==> src/sv/shms_pkg.sv <==
// shared widths, register indexes, reset values and status codes of the stepper sequencer
package shms_pkg;

  localparam int unsigned CNT_W  = 24;
  localparam int unsigned TGT_W  = 24;
  localparam int unsigned HALF_W = 8;
  localparam int unsigned SEL_W  = 4;
  localparam int unsigned TMO_W  = 16;
  localparam int unsigned SENS_W = 8;
  localparam int unsigned STAT_W = 3;

  localparam int unsigned CMP_W = (CNT_W > TGT_W) ? CNT_W : TGT_W;

  localparam int unsigned CFG_IDX_W  = 3;
  localparam int unsigned CFG_DATA_W = 24;

  localparam logic [CFG_IDX_W-1:0] REG_STEP_TARGET  = 3'd0;
  localparam logic [CFG_IDX_W-1:0] REG_HALF_PERIOD  = 3'd1;
  localparam logic [CFG_IDX_W-1:0] REG_STOP_SENSOR  = 3'd2;
  localparam logic [CFG_IDX_W-1:0] REG_STOP_LEVEL   = 3'd3;
  localparam logic [CFG_IDX_W-1:0] REG_MOVE_TIMEOUT = 3'd4;

  localparam logic [TGT_W-1:0]  RST_STEP_TARGET  = '0;
  localparam logic [HALF_W-1:0] RST_HALF_PERIOD  = 8'd100;
  localparam logic [SEL_W-1:0]  RST_STOP_SENSOR  = 4'hF;
  localparam logic              RST_STOP_LEVEL   = 1'b0;
  localparam logic [TMO_W-1:0]  RST_MOVE_TIMEOUT = 16'd1000;

  localparam logic [TMO_W-1:0] HOME_TIMEOUT    = 16'd1000;
  localparam logic [2:0]       HOME_SENSOR_BIT = 3'd0;

  localparam logic [CNT_W-1:0] CNT_MAX = '1;
  localparam logic [TMO_W-1:0] TMO_MAX = '1;

  typedef enum logic [STAT_W-1:0] {
    ST_NONE     = 3'd0,
    ST_COUNT    = 3'd1,
    ST_SENSOR   = 3'd2,
    ST_HOME_TMO = 3'd3,
    ST_MOVE_TMO = 3'd4
  } status_e;

endpackage

==> src/sv/shms_cfg_if.sv <==
// configuration write channel of the stepper sequencer
interface shms_cfg_if import shms_pkg::*; ();
  logic                  valid;
  logic                  ready;
  logic [CFG_IDX_W-1:0]  reg_idx;
  logic [CFG_DATA_W-1:0] wdata;

  modport source (output valid, output reg_idx, output wdata, input ready);
  modport sink (input valid, input reg_idx, input wdata, output ready);
endinterface

==> src/sv/shms_in_if.sv <==
// input item channel: start request, time base ticks and sensor bits
interface shms_in_if import shms_pkg::*; ();
  logic              valid;
  logic              ready;
  logic              start_req;
  logic              us_tick;
  logic              tick_100ms;
  logic [SENS_W-1:0] sensor_byte;

  modport source (output valid, output start_req, output us_tick, output tick_100ms,
                  output sensor_byte, input ready);
  modport sink (input valid, input start_req, input us_tick, input tick_100ms,
                input sensor_byte, output ready);
endinterface

==> src/sv/shms_out_if.sv <==
// result channel: step, direction and enable lines plus move status
interface shms_out_if import shms_pkg::*; ();
  logic              valid;
  logic              ready;
  logic              step_pulse;
  logic              direction;
  logic              motor_enable;
  logic              busy_res;
  logic              done_res;
  logic [STAT_W-1:0] end_status;

  modport source (output valid, output step_pulse, output direction, output motor_enable,
                  output busy_res, output done_res, output end_status, input ready);
  modport sink (input valid, input step_pulse, input direction, input motor_enable,
                input busy_res, input done_res, input end_status, output ready);
endinterface

==> src/sv/stepper_home_and_move_sequencer.sv <==
// Stepper home-and-move sequencer. Each input beat carries one sample of the microsecond and
// 100 ms time base together with the opto sensor byte, and gives exactly one result beat with
// the step line, direction, motor enable, busy, done and end status after that sample. A start
// beat in idle latches direction from the sign of step_target and begins homing: pulses repeat
// until home sensor bit reads 0 (or fail with home timeout after more than 1000 ticks of
// 100 ms), then a counted move runs until the target count, the selected stop sensor level or
// move_timeout. Sensors and timeouts are checked on the beat that ends a low half. One beat is
// taken every clock: the state update is a single pass of counters and compares into the
// state and result registers, and the result register lets a new beat in while the previous
// result is being taken, so only a stalled result side holds off the input. Configuration
// writes are taken every clock and act at once.
module stepper_home_and_move_sequencer import shms_pkg::*; (
  input logic        clk_i,
  input logic        rst_ni,
  shms_cfg_if.sink   cfg_i,
  shms_in_if.sink    in_i,
  shms_out_if.source out_o
);

  typedef enum logic [1:0] {
    PH_IDLE = 2'd0,
    PH_HOME = 2'd1,
    PH_MOVE = 2'd2
  } phase_e;

  // configuration registers
  logic [TGT_W-1:0]  target_q;
  logic [HALF_W-1:0] half_q;
  logic [SEL_W-1:0]  stop_sel_q;
  logic              stop_lvl_q;
  logic [TMO_W-1:0]  move_tmo_q;

  // sequencer state
  phase_e            phase_q, phase_d;
  logic [HALF_W-1:0] half_cnt_q, half_cnt_d;
  logic              pulse_q, pulse_d;
  logic [CNT_W-1:0]  pulses_q, pulses_d;
  logic [TMO_W-1:0]  elapsed_q, elapsed_d;
  logic              dir_q, dir_d;
  status_e           status_q, status_d;
  logic              done_d;

  // result register
  logic              out_valid_q;
  logic              out_done_q;

  logic              in_acc;
  logic              cfg_acc;
  logic [HALF_W-1:0] half_limit;
  logic              half_end;
  logic [TGT_W-1:0]  tgt_mag;
  logic              tgt_pos;
  logic [CNT_W-1:0]  pulses_inc;
  logic              stop_hit;
  logic              count_hit;

  assign cfg_i.ready = 1'b1;
  assign cfg_acc     = cfg_i.valid & cfg_i.ready;

  assign in_i.ready = ~out_valid_q | out_o.ready;
  assign in_acc     = in_i.valid & in_i.ready;

  assign half_limit = (half_q == '0) ? HALF_W'(1) : half_q;
  assign half_end   = ({1'b0, half_cnt_q} + (HALF_W+1)'(1)) >= {1'b0, half_limit};

  assign tgt_mag = target_q[TGT_W-1] ? (~target_q + TGT_W'(1)) : target_q;
  assign tgt_pos = (target_q != '0) & ~target_q[TGT_W-1];

  assign pulses_inc = (pulses_q != CNT_MAX) ? (pulses_q + CNT_W'(1)) : pulses_q;
  assign stop_hit   = ~stop_sel_q[SEL_W-1] &
                      (in_i.sensor_byte[stop_sel_q[2:0]] == stop_lvl_q);
  assign count_hit  = CMP_W'(pulses_inc) >= CMP_W'(tgt_mag);

  always_comb begin
    phase_d    = phase_q;
    half_cnt_d = half_cnt_q;
    pulse_d    = pulse_q;
    pulses_d   = pulses_q;
    elapsed_d  = elapsed_q;
    dir_d      = dir_q;
    status_d   = status_q;
    done_d     = 1'b0;

    if (phase_q == PH_HOME || phase_q == PH_MOVE) begin
      if (in_i.tick_100ms && elapsed_q != TMO_MAX) begin
        elapsed_d = elapsed_q + TMO_W'(1);
      end
      if (in_i.us_tick) begin
        if (!half_end) begin
          half_cnt_d = half_cnt_q + HALF_W'(1);
        end else begin
          half_cnt_d = '0;
          if (pulse_q) begin
            pulse_d = 1'b0;
          end else if (phase_q == PH_HOME) begin
            // timeout compares the already updated elapsed count
            priority if (!in_i.sensor_byte[HOME_SENSOR_BIT]) begin
              phase_d  = PH_MOVE;
              pulses_d = '0;
              pulse_d  = 1'b1;
            end else if (elapsed_d > HOME_TIMEOUT) begin
              phase_d  = PH_IDLE;
              status_d = ST_HOME_TMO;
              done_d   = 1'b1;
            end else begin
              pulse_d = 1'b1;
            end
          end else begin
            pulses_d = pulses_inc;
            priority if (stop_hit) begin
              phase_d  = PH_IDLE;
              status_d = ST_SENSOR;
              done_d   = 1'b1;
            end else if (count_hit) begin
              phase_d  = PH_IDLE;
              status_d = ST_COUNT;
              done_d   = 1'b1;
            end else if (elapsed_d > move_tmo_q) begin
              phase_d  = PH_IDLE;
              status_d = ST_MOVE_TMO;
              done_d   = 1'b1;
            end else begin
              pulse_d = 1'b1;
            end
          end
        end
      end
    end else begin
      phase_d = PH_IDLE;
      if (in_i.start_req) begin
        dir_d      = ~tgt_pos;
        elapsed_d  = '0;
        half_cnt_d = '0;
        pulse_d    = 1'b1;
        pulses_d   = '0;
        status_d   = ST_NONE;
        phase_d    = PH_HOME;
      end
    end
  end

  always_ff @(posedge clk_i or negedge rst_ni) begin
    if (!rst_ni) begin
      target_q    <= RST_STEP_TARGET;
      half_q      <= RST_HALF_PERIOD;
      stop_sel_q  <= RST_STOP_SENSOR;
      stop_lvl_q  <= RST_STOP_LEVEL;
      move_tmo_q  <= RST_MOVE_TIMEOUT;
      phase_q     <= PH_IDLE;
      half_cnt_q  <= '0;
      pulse_q     <= 1'b0;
      pulses_q    <= '0;
      elapsed_q   <= '0;
      dir_q       <= 1'b0;
      status_q    <= ST_NONE;
      out_valid_q <= 1'b0;
      out_done_q  <= 1'b0;
    end else begin
      if (cfg_acc) begin
        unique case (cfg_i.reg_idx)
          REG_STEP_TARGET:  target_q   <= cfg_i.wdata[TGT_W-1:0];
          REG_HALF_PERIOD:  half_q     <= cfg_i.wdata[HALF_W-1:0];
          REG_STOP_SENSOR:  stop_sel_q <= cfg_i.wdata[SEL_W-1:0];
          REG_STOP_LEVEL:   stop_lvl_q <= cfg_i.wdata[0];
          REG_MOVE_TIMEOUT: move_tmo_q <= cfg_i.wdata[TMO_W-1:0];
          default: ;
        endcase
      end
      if (in_acc) begin
        phase_q     <= phase_d;
        half_cnt_q  <= half_cnt_d;
        pulse_q     <= pulse_d;
        pulses_q    <= pulses_d;
        elapsed_q   <= elapsed_d;
        dir_q       <= dir_d;
        status_q    <= status_d;
        out_done_q  <= done_d;
        out_valid_q <= 1'b1;
      end else if (out_o.ready) begin
        out_valid_q <= 1'b0;
      end
    end
  end

  // the result beat mirrors the state after the last accepted item
  assign out_o.valid        = out_valid_q;
  assign out_o.step_pulse   = pulse_q;
  assign out_o.direction    = dir_q;
  assign out_o.motor_enable = (phase_q != PH_IDLE);
  assign out_o.busy_res     = (phase_q != PH_IDLE);
  assign out_o.done_res     = out_done_q;
  assign out_o.end_status   = status_q;

  a_done_idle : assert property (@(posedge clk_i) disable iff (!rst_ni)
    out_done_q |-> (phase_q == PH_IDLE && status_q != ST_NONE))
    else $error("move ended but sequencer still busy or status empty");

  a_idle_no_pulse : assert property (@(posedge clk_i) disable iff (!rst_ni)
    (phase_q == PH_IDLE) |-> !pulse_q)
    else $error("step line high while idle");

  a_start_homes : assert property (@(posedge clk_i) disable iff (!rst_ni)
    (in_acc && phase_q == PH_IDLE && in_i.start_req) |=> (phase_q == PH_HOME && pulse_q))
    else $error("start beat did not begin homing");

  a_state_held : assert property (@(posedge clk_i) disable iff (!rst_ni)
    !in_acc |=> ($stable(phase_q) && $stable(pulses_q) && $stable(half_cnt_q)))
    else $error("state moved without an accepted beat");

  a_move_from_home : assert property (@(posedge clk_i) disable iff (!rst_ni)
    (phase_q == PH_MOVE && $past(phase_q) != PH_MOVE) |-> ($past(phase_q) == PH_HOME))
    else $error("counted move entered without homing");

endmodule
==> src/flat_wrapper.sv <==
// flat-port wrapper written by rule: the top's interface ports become plain ports
module stepper_home_and_move_sequencer_flat import shms_pkg::*;
  (clk_i, rst_ni, cfg_i_valid, cfg_i_reg_idx, cfg_i_wdata, cfg_i_ready, in_i_valid, in_i_start_req, in_i_us_tick, in_i_tick_100ms, in_i_sensor_byte, in_i_ready, out_o_valid, out_o_step_pulse, out_o_direction, out_o_motor_enable, out_o_busy_res, out_o_done_res, out_o_end_status, out_o_ready);
  shms_cfg_if cfg_i_i ();
  shms_in_if in_i_i ();
  shms_out_if out_o_i ();
  input logic clk_i;
  input logic rst_ni;
  input wire logic [$bits(cfg_i_i.valid)-1:0] cfg_i_valid;
  input wire logic [$bits(cfg_i_i.reg_idx)-1:0] cfg_i_reg_idx;
  input wire logic [$bits(cfg_i_i.wdata)-1:0] cfg_i_wdata;
  output wire logic [$bits(cfg_i_i.ready)-1:0] cfg_i_ready;
  input wire logic [$bits(in_i_i.valid)-1:0] in_i_valid;
  input wire logic [$bits(in_i_i.start_req)-1:0] in_i_start_req;
  input wire logic [$bits(in_i_i.us_tick)-1:0] in_i_us_tick;
  input wire logic [$bits(in_i_i.tick_100ms)-1:0] in_i_tick_100ms;
  input wire logic [$bits(in_i_i.sensor_byte)-1:0] in_i_sensor_byte;
  output wire logic [$bits(in_i_i.ready)-1:0] in_i_ready;
  output wire logic [$bits(out_o_i.valid)-1:0] out_o_valid;
  output wire logic [$bits(out_o_i.step_pulse)-1:0] out_o_step_pulse;
  output wire logic [$bits(out_o_i.direction)-1:0] out_o_direction;
  output wire logic [$bits(out_o_i.motor_enable)-1:0] out_o_motor_enable;
  output wire logic [$bits(out_o_i.busy_res)-1:0] out_o_busy_res;
  output wire logic [$bits(out_o_i.done_res)-1:0] out_o_done_res;
  output wire logic [$bits(out_o_i.end_status)-1:0] out_o_end_status;
  input wire logic [$bits(out_o_i.ready)-1:0] out_o_ready;
  assign cfg_i_i.valid = cfg_i_valid;
  assign cfg_i_i.reg_idx = cfg_i_reg_idx;
  assign cfg_i_i.wdata = cfg_i_wdata;
  assign cfg_i_ready = cfg_i_i.ready;
  assign in_i_i.valid = in_i_valid;
  assign in_i_i.start_req = in_i_start_req;
  assign in_i_i.us_tick = in_i_us_tick;
  assign in_i_i.tick_100ms = in_i_tick_100ms;
  assign in_i_i.sensor_byte = in_i_sensor_byte;
  assign in_i_ready = in_i_i.ready;
  assign out_o_valid = out_o_i.valid;
  assign out_o_step_pulse = out_o_i.step_pulse;
  assign out_o_direction = out_o_i.direction;
  assign out_o_motor_enable = out_o_i.motor_enable;
  assign out_o_busy_res = out_o_i.busy_res;
  assign out_o_done_res = out_o_i.done_res;
  assign out_o_end_status = out_o_i.end_status;
  assign out_o_i.ready = out_o_ready;
  stepper_home_and_move_sequencer u_core (.clk_i(clk_i), .rst_ni(rst_ni), .cfg_i(cfg_i_i), .in_i(in_i_i), .out_o(out_o_i));
endmodule
==> config.mk <==
export PLATFORM = sky130hd
export DESIGN_NAME = stepper_home_and_move_sequencer_flat
export DESIGN_NICKNAME = d
export VERILOG_FILES = /design/src/sv/shms_pkg.sv /design/src/sv/shms_cfg_if.sv /design/src/sv/shms_in_if.sv /design/src/sv/shms_out_if.sv /design/src/sv/stepper_home_and_move_sequencer.sv /design/src/flat_wrapper.sv
export SDC_FILE = /design/constraint.sdc
export NUM_CORES = 1
export LEC_CHECK = 0
export BUFFER_PORTS_ARGS = -buffer_cell sky130_fd_sc_hd__buf_2
export CAP_MARGIN = 20
export CELL_PAD_IN_SITES_DETAIL_PLACEMENT = 1
export CELL_PAD_IN_SITES_GLOBAL_PLACEMENT = 1
export CORE_MARGIN = 3
export CORE_UTILIZATION = 45
export CTS_CLUSTER_DIAMETER = 100
export DETAILED_ROUTE_END_ITERATION = 7
export PLACE_DENSITY = 0.89
export SYNTH_ARGS = -nofsm -noshare
export SYNTH_HDL_FRONTEND = slang
export SYNTH_SLANG_ARGS = --single-unit
==> constraint.sdc <==
create_clock -name clk_i -period 6.75 [get_ports clk_i]
set_input_delay 0.675 -clock clk_i [delete_from_list [all_inputs] [get_ports clk_i]]
set_output_delay 0.675 -clock clk_i [all_outputs]
set_load 0.005 [all_outputs]
After elaboration in Yosys (flattened, before gate mapping) --
Cells that the tools add are included.
Word-level totals: flip-flop bits (word level) 110, bits in latches 0, memory bits (writable) 0, ROM bits 0, input bits 43, output and inout bits 11, word-level logic and storage cells 136, memories 0
Operators by class: $add $sub $neg 5, $mul 0, divide/modulo/power cells 0, $lt $le $gt $ge 5, eq/ne operators 17, shifts and indexed selects 0, muxes and demuxes 65, bitwise logic cells 10, reduce and logical (&&, ||, !) cells 20
Operator list (count):
- two-way mux 24 bit | 9
- two-way mux 16 bit | 4
- adder 24 x 1 -> 24 bit, second input constant | 2
- two-way mux 8 bit | 5
- two-way mux 3 bit | 11
- two-way mux 1 bit | 25
- >= comparator 24 bit | 1
- != test 24 bit, second input constant | 1
- NOT 24 bit | 1
- nonzero test 24 bit | 1
- two-way mux 2 bit | 10
- adder 16 x 1 -> 16 bit, second input constant | 1
- > comparator 16 x 10 -> 1 bit, second input constant | 1
- > comparator 16 bit | 1
- != test 16 bit, second input constant | 1
- AND reduction 2 bit | 6
- AND reduction 6 bit | 2
- adder 8 x 1 -> 9 bit, second input constant | 1
- >= comparator 9 x 8 -> 1 bit | 1
- != test 3 bit, second input constant | 3
- adder 8 x 1 -> 8 bit, second input constant | 1
- logical NOT 8 bit | 1
- AND reduction 8 bit | 1
- == test 3 x 2 -> 1 bit, second input constant | 2
- other kinds (20) | 30

Depth between registers and ports, before layout --
word-level depth 13, depth in mapped cells 15, gate-level depth less buffers 15

Least setup slack after synthesis --
OpenSTA, ideal clock, no wires.
path type flip-flop to flip-flop, start point reg u_core.target_q[7], end point reg u_core.phase_q[0], setup time 118 ps, arrival 4036 ps, data required time 6632 ps, path slack 2596 ps, cell stages (with the launch flop) 15, path buffers 0, clock period less this slack 4154 ps, path through dfrtp_1 > or4_4 > or3_4 > or3_4 > or2_4 > o31ai_4 > xor2_1 > ha_1 > nand2_1 > nor4_1 > nand2_1 > o311ai_0 > nor4_1 > a211o_1 > a21o_1
On the way: longest elaborated chain between the ends 11, elaborated cells on any way between the ends 13, those cells by class add/sub (1); order compare (1); eq/ne (1); mux (8); bitwise (1); reduce/logical (1)
RTL lines:
- start: declaration | line stepper_home_and_move_sequencer.sv:27 | logic [TGT_W-1:0] target_q;
- start signal: assignment | line stepper_home_and_move_sequencer.sv:161 | REG_STEP_TARGET: target_q <= cfg_i.wdata[TGT_W-1:0];
- NOT 24 bit | line stepper_home_and_move_sequencer.sv:66 | assign tgt_mag = target_q[TGT_W-1] ? (~target_q + TGT_W'(1)) : target_q;
- adder 24 x 1 -> 24 bit | line stepper_home_and_move_sequencer.sv:66
- two-way mux 24 bit * | line stepper_home_and_move_sequencer.sv:66
- >= comparator 24 bit * | line stepper_home_and_move_sequencer.sv:72 | assign count_hit = CMP_W'(pulses_inc) >= CMP_W'(tgt_mag);
- two-way mux 2 bit | line stepper_home_and_move_sequencer.sv:114 | end else if (count_hit) begin
- two-way mux 2 bit | line stepper_home_and_move_sequencer.sv:110 | priority if (stop_hit) begin
- two-way mux 2 bit | line stepper_home_and_move_sequencer.sv:95 | end else if (phase_q == PH_HOME) begin
- two-way mux 2 bit | line stepper_home_and_move_sequencer.sv:93 | if (pulse_q) begin
- two-way mux 2 bit | line stepper_home_and_move_sequencer.sv:89 | if (!half_end) begin
- two-way mux 2 bit | line stepper_home_and_move_sequencer.sv:88 | if (in_i.us_tick) begin
- two-way mux 2 bit | line stepper_home_and_move_sequencer.sv:84 | if (phase_q == PH_HOME || phase_q == PH_MOVE) begin
- end signal: assignment | line stepper_home_and_move_sequencer.sv:170 | phase_q <= phase_d;
- end: declaration | line stepper_home_and_move_sequencer.sv:34 | phase_e phase_q, phase_d;
Every way passes the cells marked *; elsewhere a longest branch is shown, timed or not. The select of a mux whose other input is x is not followed. A chain may end at the register's enable or synchronous reset.

Worst setup path in the final report --
start point reg u_core.pulses_q[17], end point reg u_core.phase_q[1]
On the way: longest elaborated chain between the ends 10, elaborated cells on any way between the ends 13, those cells by class add/sub (1); order compare (1); eq/ne (2); mux (8); reduce/logical (1)
RTL lines:
- start: declaration | line stepper_home_and_move_sequencer.sv:37 | logic [CNT_W-1:0] pulses_q, pulses_d;
- start signal: assignment | line stepper_home_and_move_sequencer.sv:173 | pulses_q <= pulses_d;
- adder 24 x 1 -> 24 bit or != test 24 bit (tied branches) | line stepper_home_and_move_sequencer.sv:69 | assign pulses_inc = (pulses_q != CNT_MAX) ? (pulses_q + CNT_W'(1)) : pulses_q;
- two-way mux 24 bit * | line stepper_home_and_move_sequencer.sv:69
- >= comparator 24 bit * | line stepper_home_and_move_sequencer.sv:72
- two-way mux 2 bit | line stepper_home_and_move_sequencer.sv:114
- two-way mux 2 bit | line stepper_home_and_move_sequencer.sv:110
- two-way mux 2 bit | line stepper_home_and_move_sequencer.sv:95
- two-way mux 2 bit | line stepper_home_and_move_sequencer.sv:93
- two-way mux 2 bit | line stepper_home_and_move_sequencer.sv:89
- two-way mux 2 bit | line stepper_home_and_move_sequencer.sv:88
- two-way mux 2 bit | line stepper_home_and_move_sequencer.sv:84
Marks and branches as above.

==> flow_summary_export.csv <==
group,metric,value,unit
outcome,status,"completed",
global_routing,grt_usage,23.7,%
clocking,cts.clk_slew.worst_paths,0.08,ns
critical_path,worstPathArrival,5.10,ns
yosys,syn-num-nets,912,
pwr,swShare,39.1,%
global_routing,overflow,0,
cells_and_area,diodes,0,
cells_and_area,regArea,2770,sq um
clocking,ctsHtreeMaxLevel,3,
pwr,clkPwrFrac,23.8,%
clocking,cts-root-buf,"clkbuf_16",
pwr,p_per_area,272,nW/um^2
yosys,ys_top_cells_by_area,"dfrtp_1 32%, ha_1 9.1%, mux2_2 4.7%",
critical_path,slowest_stage,"o311ai_0",
routing,dr.pass1.iters,4,
yosys,yosysMostFrequentCell,"dfrtp_1",
global_routing,grt_max_degree,70,
critical_path,reg2reg_depth,14,
clocking,cts_resized,0,
critical_path,worstPathCellList,"and3_1 > and4_1 > a311oi_2 > and3_1 > nand3_1 > xnor2_1 > ha_1 > nand2_1 > nor4_1 > nand2_1 > o311ai_0 > nor4_1 > a211o_1 > a21o_1",
place,io_buffers,52,
timing,fin_skew,0.0100,ns
floorplan,die_area,18500,sq um
timing,finalHoldViolations,0,
timing,finalCritPeriodShare,71.7,%
timing,fmax,207,MHz
clocking,clkSinkCount,110,
yosys,synth_cell_types,80,
pwr,p_sw,0.000885,W
critical_path,cp-end-kind,"flop",
yosys,avgSynthCellArea,9.33,sq um
timing,tightest_slew,1.07,ns
cells_and_area,syn2layout_area_growth,9.84,%
timing,period_needed,4.84,ns
yosys,ys_ff_latch,110,
routing,avgViaCountPerCell,5.99,
floorplan,fp-row-count,46,
cells_and_area,fillers,1886,
yosys,netlist.top_cell.by_area,"dfrtp_1",
routing,drtAntennaViolNets,0,
clocking,clock_latency,0.36,ns
critical_path,cpPeakStageDelay,0.89,ns
pwr,p_int,0.00138,W
clocking,clock_path_buffers,2,
place,dp_hpwl,15600,um
yosys,ys_async_sr_fraction,100,%
timing,rsz0062_at_grt,"false",
cells_and_area,multi_input_area,4510,sq um
pwr,seq_power_share,40.1,%
flow_run,maxCapViolCount,0,
cells_and_area,drive_gt1_share,17.1,%
timing,slew_headroom,27.5,%
floorplan,die_y,136,um
critical_path,critPathLaunchType,"flop",
min_path,hold_class,"input pin to async pin",
place,gp_congestion,0.805,
timing,slew_violations,0,
global_routing,first_global_vias,6741,
critical_path,worstSetupPathType,"flop to flop",
floorplan,core,16200,sq um
cells_and_area,nNetsFinal,948,
pwr,peakVddDrop,204,uV
floorplan,initial_core_util,46.9,%
yosys,ys.flop_type,"dfrtp_1",
global_routing,grt_antenna_before_repair,0,
critical_path,cp_max_fo,6,
yosys,yosysWarningCount,0,
yosys,yosysTopAreaCellShare,32.0,%
floorplan,io_pins,54,
yosys,synth_seq_area_share,36.5,%
cells_and_area,final_util,51.6,%
yosys,ys_top_cells_by_count,"97 x dfrtp_1, 96 x nand2_1, 70 x o21ai_0",
yosys,syn_inst,814,
routing,wl,21200,um
routing,num_vias,6413,
routing,drc_errors,0,
routing,dr.first_iter.drc_count,327,
clocking,cts_setup_buffers,0,
pwr,pwr-share-comb,36.1,%
clocking,cts_tree,"yes",
timing,fin_setup_tns,0,ns
critical_path,crit_required,7.01,ns
timing,setup_viol,0,
yosys,synth_edf_count,0,
clocking,postCtsHoldBufs,0,
floorplan,fp.dieW,136,um
global_routing,grt_pass1_wl,34800,um
pwr,total_leakage_power,3.73,nW
yosys,syn_area,7590,sq um
clocking,cts_made_buffers,9,
routing,avgRoutedWirePerCell,19.8,um
cell families after synthesis:
family          share of synthesized area (%)
buf+inv                                  4.42
mux                                      6.26
flops                                    36.5
fa+ha+maj                                9.06
simple gates                             19.6
other cells                            0.0494
compound gates                           17.3
xor+xnor                                 6.92
cell usage in the layout, fill, tap and decap left out, types with 31 or more instances in the layout:
cell     instances
dfrtp_1         97
nand2_1         96
o21ai_0         70
ha_1            55
buf_2           52
inv_1           48
a21oi_1         36
nand3_1         33
mux2_2          32
xor2_1          31
power by group through the flow:
| stage | registers [W] | logic, W | clock network (W) |
|---|---|---|---|
| 2_1_floorplan | 0.000871 | 0.000588 | 0 |
| 3_3_place_gp | 0.000908 | 0.000764 | 0 |
| 3_5_place_dp | 0.000919 | 0.000808 | 0 |
| 4_1_cts | 0.000907 | 0.000823 | 0.000550 |
| 5_1_grt | 0.000926 | 0.000930 | 0.000576 |
| 6_report | 0.000908 | 0.000818 | 0.000539 |
through the flow:
| step | total power, W | hold slack (ns) | instances | instance area, sq um | setup WS, ns |
|---|---|---|---|---|---|
| finish | 0.00227 | 0.300 | 1071 | 8340 | 1.91 |
| CTS | 0.00228 | 0.322 | 1070 | 8330 | 1.95 |
| detailed placement | 0.00173 | 0.485 | 1054 | 8040 | 1.96 |
| global route | 0.00243 | 0.346 | 1071 | 8340 | 1.40 |
| global placement | 0.00167 | 0.470 | 1054 | 8040 | 2.02 |
| floorplan | 0.00146 | 0.379 | 814 | 7590 | 2.60 |
registers in the layout, summed over array words and instances (netlist names):
register / count
u_core.out_o.direction: 1
u_core.stop_sel_q: 4
u_core.target_q: 24
u_core.half_q: 8
u_core.out_o.valid: 1
u_core.out_o.done_res: 1
u_core.stop_lvl_q: 1
u_core.half_cnt_q: 8
u_core.move_tmo_q: 16
u_core.phase_q: 2
u_core.elapsed_q: 16
u_core.pulses_q: 24
u_core.out_o.end_status: 3
u_core.out_o.step_pulse: 1
critical path, delay by kind of cell (launching register included):
family                     cells  cell delay, ns
AOI/OAI and AO/OA              4            1.94
and+or+nand+nor                8            1.86
DFF                            1            0.45
adders and majority gates      1            0.30
xor gates and xnor gates       1            0.18
area by class of cell:
type                            instances  area share [%]
Clock inverter                          6           0.630
Tap cell                              216            3.24
Sequential cell                       110            33.2
Inverter                               48            2.16
Timing Repair Buffer                   60            3.84
Clock buffer                           10            2.87
Multi-Input combinational cell        621            54.1
worst paths after layout:
| check | startpoint | end | slack (ns) |
|---|---|---|---|
| min in group clk_i | u_core.pulses_q[10] | u_core.pulses_q[10] | 0.50 |
| max | u_core.pulses_q[17] | u_core.phase_q[1] | 1.91 |
| max reg2reg | u_core.pulses_q[17] | u_core.phase_q[1] | 1.91 |
| min | rst_ni | u_core.pulses_q[21] | 0.30 |
| max in group asynchronous | rst_ni | u_core.pulses_q[5] | 5.12 |
| min reg2reg | u_core.pulses_q[10] | u_core.pulses_q[10] | 0.50 |
routing by layer:
metal,track usage (%),vias up,share of wire [%]
li1,-,3032,-
met1,30.4,3204,43
met2,40.8,137,50
met3,3.55,40,4.2
met4,8.62,0,2.5
met5,0,-,0
(Power assumes the default switching activity.)
